## src/rtl/core/aes_pkg.sv

```systemverilog
// ----------------------------------------------------------------------------
// aes_pkg
// Parser mode codes, control character codes and shared types for the
// escape sequence stripper.
// ----------------------------------------------------------------------------
package aes_pkg;

    localparam int unsigned CodeW = 16;
    localparam int unsigned ModeW = 3;

    typedef logic [CodeW-1:0] t_code;
    typedef logic [ModeW-1:0] t_mode;

    localparam t_mode MODE_PLAIN   = 3'd0;
    localparam t_mode MODE_START   = 3'd1;
    localparam t_mode MODE_CSI     = 3'd2;
    localparam t_mode MODE_SEQ     = 3'd3;
    localparam t_mode MODE_STRING  = 3'd4;
    localparam t_mode MODE_STR_ESC = 3'd5;

    localparam t_code CH_BEL        = 16'd7;
    localparam t_code CH_ESC        = 16'd27;
    localparam t_code CH_CSI1       = 16'd155;
    localparam t_code CH_LBRACKET   = 16'd91;
    localparam t_code CH_P          = 16'd80;
    localparam t_code CH_RBRACKET   = 16'd93;
    localparam t_code CH_CARET      = 16'd94;
    localparam t_code CH_UNDERSCORE = 16'd95;
    localparam t_code CH_AT         = 16'd64;
    localparam t_code CH_TILDE      = 16'd126;
    localparam t_code CH_BACKSLASH  = 16'd92;

    typedef struct packed {
        logic  load;
        logic  keep;
        t_code code;
    } t_result;

endpackage

```

## src/rtl/core/aes_parse.sv

```systemverilog
// ----------------------------------------------------------------------------
// aes_parse
// Holds the parser mode and decides for each code unit whether it is kept.
// ----------------------------------------------------------------------------
module aes_parse (
    input  logic          i_clk,
    input  logic          i_rst_n,
    input  logic          i_fire,
    input  aes_pkg::t_code i_code,
    output logic          o_keep
);
    import aes_pkg::*;

    t_mode r_mode;
    t_mode n_mode;
    logic  keep;

    always_comb begin
        n_mode = r_mode;
        keep   = 1'b0;
        unique case (r_mode)
            MODE_START: begin
                priority if (i_code == CH_LBRACKET) begin
                    n_mode = MODE_CSI;
                end else if (i_code == CH_P || i_code == CH_RBRACKET ||
                             i_code == CH_CARET || i_code == CH_UNDERSCORE) begin
                    n_mode = MODE_STRING;
                end else if (i_code >= CH_AT && i_code <= CH_UNDERSCORE) begin
                    n_mode = MODE_PLAIN;
                end else begin
                    n_mode = MODE_SEQ;
                end
            end
            MODE_CSI: begin
                if (i_code >= CH_AT && i_code <= CH_TILDE) begin
                    n_mode = MODE_PLAIN;
                end
            end
            MODE_SEQ: begin
                if (i_code >= CH_AT && i_code <= CH_UNDERSCORE) begin
                    n_mode = MODE_PLAIN;
                end
            end
            MODE_STRING: begin
                priority if (i_code == CH_BEL) begin
                    n_mode = MODE_PLAIN;
                end else if (i_code == CH_ESC) begin
                    n_mode = MODE_STR_ESC;
                end else begin
                    n_mode = MODE_STRING;
                end
            end
            MODE_STR_ESC: begin
                n_mode = (i_code == CH_BACKSLASH) ? MODE_PLAIN : MODE_STRING;
            end
            default: begin
                priority if (i_code == CH_ESC) begin
                    n_mode = MODE_START;
                end else if (i_code == CH_CSI1) begin
                    n_mode = MODE_CSI;
                end else begin
                    n_mode = MODE_PLAIN;
                    keep   = 1'b1;
                end
            end
        endcase
    end

    always_ff @(posedge i_clk) begin
        if (!i_rst_n) begin
            r_mode <= MODE_PLAIN;
        end else if (i_fire) begin
            r_mode <= n_mode;
        end
    end

    assign o_keep = keep;

endmodule

```

## src/rtl/core/aes_out_reg.sv

```systemverilog
// ----------------------------------------------------------------------------
// aes_out_reg
// Result register: holds a kept character until the output transfer.
// ----------------------------------------------------------------------------
module aes_out_reg (
    input  logic             i_clk,
    input  logic             i_rst_n,
    input  aes_pkg::t_result i_res,
    output logic             o_free,
    output logic             o_valid,
    input  logic             i_ready,
    output aes_pkg::t_code   o_kept_char
);
    import aes_pkg::*;

    logic  r_valid;
    t_code r_char;

    assign o_free = !r_valid || i_ready;

    always_ff @(posedge i_clk) begin
        if (!i_rst_n) begin
            r_valid <= 1'b0;
        end else if (o_free) begin
            r_valid <= i_res.load && i_res.keep;
        end
    end

    always_ff @(posedge i_clk) begin
        if (o_free && i_res.load && i_res.keep) begin
            r_char <= i_res.code;
        end
    end

    assign o_valid     = r_valid;
    assign o_kept_char = r_char;

endmodule

```

## src/rtl/core/ansi_escape_stripper.sv

```systemverilog
// ----------------------------------------------------------------------------
// ansi_escape_stripper
// Removes ANSI escape sequences from a stream of 16-bit code units.
// ----------------------------------------------------------------------------
// One code unit is taken per clock unless the output side stalls. Each unit is
// held in the input register, where the parser mode decides whether it is
// kept, and kept units are then loaded into the result register, which drives
// the output: one unit per cycle sustained while the receiver is ready. Units
// inside an escape sequence, including its opening and closing units, produce
// no output; the parser mode carries across lines.
module ansi_escape_stripper (
    input  logic           i_clk,
    input  logic           i_rst_n,
    input  logic           i_valid,
    output logic           o_ready,
    input  aes_pkg::t_code i_code_unit,
    output logic           o_valid,
    input  logic           i_ready,
    output aes_pkg::t_code o_kept_char
);
    import aes_pkg::*;

    logic    r_in_valid;
    t_code   r_in_code;
    logic    out_free;
    logic    fire;
    logic    keep;
    t_result res;

    assign fire    = r_in_valid && out_free;
    assign o_ready = !r_in_valid || out_free;

    always_ff @(posedge i_clk) begin
        if (!i_rst_n) begin
            r_in_valid <= 1'b0;
        end else if (o_ready) begin
            r_in_valid <= i_valid;
        end
    end

    always_ff @(posedge i_clk) begin
        if (o_ready && i_valid) begin
            r_in_code <= i_code_unit;
        end
    end

    aes_parse u_parse (
        .i_clk  (i_clk),
        .i_rst_n(i_rst_n),
        .i_fire (fire),
        .i_code (r_in_code),
        .o_keep (keep)
    );

    assign res.load = fire;
    assign res.keep = keep;
    assign res.code = r_in_code;

    aes_out_reg u_out (
        .i_clk      (i_clk),
        .i_rst_n    (i_rst_n),
        .i_res      (res),
        .o_free     (out_free),
        .o_valid    (o_valid),
        .i_ready    (i_ready),
        .o_kept_char(o_kept_char)
    );

endmodule

```

## config.mk

```make
export PLATFORM = sky130hd
export DESIGN_NAME = ansi_escape_stripper
export DESIGN_NICKNAME = d
export VERILOG_FILES = /design/src/rtl/core/aes_pkg.sv /design/src/rtl/core/aes_parse.sv /design/src/rtl/core/aes_out_reg.sv /design/src/rtl/core/ansi_escape_stripper.sv
export SDC_FILE = /design/constraint.sdc
export NUM_CORES = 1
export LEC_CHECK = 0
export BUFFER_PORTS_ARGS = -buffer_cell sky130_fd_sc_hd__buf_2
export CAP_MARGIN = 20
export CORE_ASPECT_RATIO = 0.8
export CORE_MARGIN = 1.5
export CORE_UTILIZATION = 35
export CTS_CLUSTER_SIZE = 10
export DETAILED_ROUTE_END_ITERATION = 12
export GPL_TIMING_DRIVEN = 0
export SLEW_MARGIN = 20
export SYNTH_ARGS = -nofsm -noshare
export SYNTH_HDL_FRONTEND = slang
export SYNTH_SLANG_ARGS = --single-unit
```

## constraint.sdc

```tcl
create_clock -name i_clk -period 3.13 [get_ports i_clk]
set_clock_uncertainty 0.2 [all_clocks]
set_input_delay 0.1565 -clock i_clk [delete_from_list [all_inputs] [get_ports i_clk]]
set_output_delay 0.1565 -clock i_clk [all_outputs]
set_load 0.01 [all_outputs]
```

==> impl_metrics.toml <==
[logic_synthesis]
yosysWarnings = 0
synth_area_leaders = "edfxtp_1 67%, dfxtp_1 7.0%, nand2_1 1.8%, nor4_1 1.8%, a31oi_1 1.3%"
syn-num-nets = 116
synth_area_leader_cell = "edfxtp_1"
async_flop_share = 0
ys.flop_type = "edfxtp_1"
netlist_area_mm2 = 0.00143
syn_area_per_cell_um2 = 14.9
netlist_instances = 96
netlist-cell-type-count = 33
synthTopCellsByCount = "32 x edfxtp_1, 7 x nand2_1, 5 x dfxtp_1"
netlist.area_leader.share = 0.673
seq_area_frac_synth = 0.743
synth_edf_count = 32
synth-seq-cells = 37
synth_most_common_cell = "edfxtp_1"

[hold_path]
hold_depth = 4
hp-class = "in -> reg"
hp-start = "i_ready"
whs_endpoint = "u_out.o_valid"

[timing]
hold_ws_ns = 0.166
finalHoldViolations = 0
grt_setup_unrepaired = "false"
tns_ns = 0
slew_headroom = 0.526
setup_viol = 0
worst_slew_pin_slew_ns = 0.711
final.period_utilization = 0.740
fmax_mhz = 432
maxSlewViolCount = 0
layout_min_cycle_time_ns = 2.32

[power]
irDropWorstVdd_mv = 0.269
cellLeakagePower_uw = 0.000731
netSwitchingFraction = 0.206
p_clk_frac = 0.365
power_switching_uw = 221
comb_power_share = 0.086
p_int_uw = 850
seqPwrFrac = 0.549
powerDensity_mw_per_mm2 = 537
finalPower_uw = 1070

[floorplan]
die_w_um = 74.4
initial_core_util = 0.371
die_h_um = 60.2
rows = 20
core_mm2 = 0.00385
ios = 38
dieArea_mm2 = 0.00448

[clock_network]
clock_sinks = 37
cts_tree = "yes"
clockBufferDepth = 2
htree_num_levels = 2
clock_latency_ns = 0.28
path_clk_slew_ns = 0.07
cts-root-buf = "clkbuf_8"
cts_made_buffers = 5
post-cts-setup-buffer-count = 0

[routing]
antenna_left = 0
wl_per_cell_um = 13.1
routed_wl_um = 2820
viasPerCell = 4.82
drt_iter0_markers = 51
drc_errors = 0
drtPass1Iterations = 4
vias = 1042

[global_route]
antenna_found_initial = 0
overflow = 0
track_usage = 0.143
grt_pass1_wl_um = 4550
grt_pass1_vias = 1025
grt_max_degree = 17

[final_layout]
fin_area_mm2 = 0.00200
nNetsFinal = 180
drive_gt1_frac = 0.317
diodes = 0
area_growth_pct = 39.7

[setup_path]
crit_buf_inv = 1
end_kind = "flop"
crit_chain = "nor4_1, nand2_1, nor3_1, nor3_2, buf_4"
r2r_cells = 5
r2r-end = "u_out.o_kept_char[1]"
cpPeakStageDelay_ns = 0.52
crit_path_start_kind = "flop"
cp_top_family = "simple AND/OR/NAND/NOR gates"
critPathKind = "reg -> reg"
reg2reg_slack_ns = 0.81
arrival_ns = 2.15
cp_max_fo = 12
crit_slowest_cell = "nor4_1"
crit_required_ns = 2.96
r2r_start = "r_in_code[8]"

[run]
maxCapViolations = 0

[placement]
hpwl_um = 2010
place_area_mm2 = 0.00170
routabilityCongestion = 0.817
port_buffers = 37

[run_status]
status = "finished, final reports clean"
==> tightest hold or removal path: stages <==
cell and delay, ns:
buf_2 0.10, nand2b_1 0.17, o31ai_1 0.08, and2_1 0.12
==> cells in the final DEF (no fill, tap or decap), types with 3 or more instances in the layout <==
cell type       n
nand3_1         3
buf_2          37
o21ai_0         3
dfxtp_1         5
nand2_1         7
nor4_1          4
dlygate4sd3_1  19
clkbuf_8        5
and2_1          3
edfxtp_1       32
a31oi_1         3
==> sequential cells by signal, indices dropped and copies added, names as in the netlist <==
signal,cells
u_out.o_valid,1
r_in_valid,1
u_parse.r_mode,3
u_out.o_kept_char,16
r_in_code,16
==> worst max path at each step <==
stage	startpoint	to	slack (ns)	depth (start not counted)
finish	r_in_code[8]	u_out.o_kept_char[1]	0.81	5
global route	r_in_code[13]	u_out.o_kept_char[7]	0.62	5
CTS	r_in_code[8]	u_out.o_kept_char[1]	0.80	5
detailed placement	r_in_code[8]	u_out.o_kept_char[9]	0.81	5
global placement	u_parse.r_mode[0]	u_out.o_kept_char[10]	0.13	4
floorplan	u_parse.r_mode[0]	u_out.o_kept_char[0]	0.65	4
==> repair_timing <==
action	4_1_cts	5_1_grt
endpoints found under the hold margin	21	0
resized for setup	0	0
endpoints found under the setup margin	0	0
hold buffers	19	0
==> through the flow <==
step	setup slack, ns	instances	utilization
CTS	0.797	216	0.518
finish	0.814	216	0.518
global route	0.622	216	0.518
detailed placement	0.813	189	0.440
global placement	0.134	188	0.437
floorplan	0.647	96	-
==> cells by family after synthesis <==
group                  Yosys count  synth area share
AOI/OAI and AO/OA               15            0.0709
buffers and inverters            3           0.00788
DFF                             37             0.743
and+or+nand+nor                 41             0.179
==> power groups by stage <==
| stage | Combinational, uW | Sequential (uW) | Clock (uW) |
|---|---|---|---|
| detailed placement | 73.7 | 599 | 0 |
| global route | 101 | 593 | 425 |
| global placement | 69.4 | 598 | 0 |
| finish | 91.7 | 588 | 391 |
| CTS | 92.0 | 588 | 405 |
| floorplan | 33.9 | 600 | 0 |
==> layer usage <==
layer  part of all wire  wire length, um  GRT usage
met3              0.060              169     0.0371
met1               0.42             1200      0.172
met5                  0                0          0
met4             0.0096               27     0.0805
met2               0.51             1430      0.233
==> cell type report <==
cell class,count,area (um2)
plain buffers,1,3.75
clock buffers,5,68.8
clock inverters,3,41.3
fillers,356,1860
inverters,2,7.51
multi-input cells,56,362
flip-flops and latches,37,1060
well taps,55,68.8
repair buffers,57,383
Note: power is estimated with default switching activity, not from simulation.
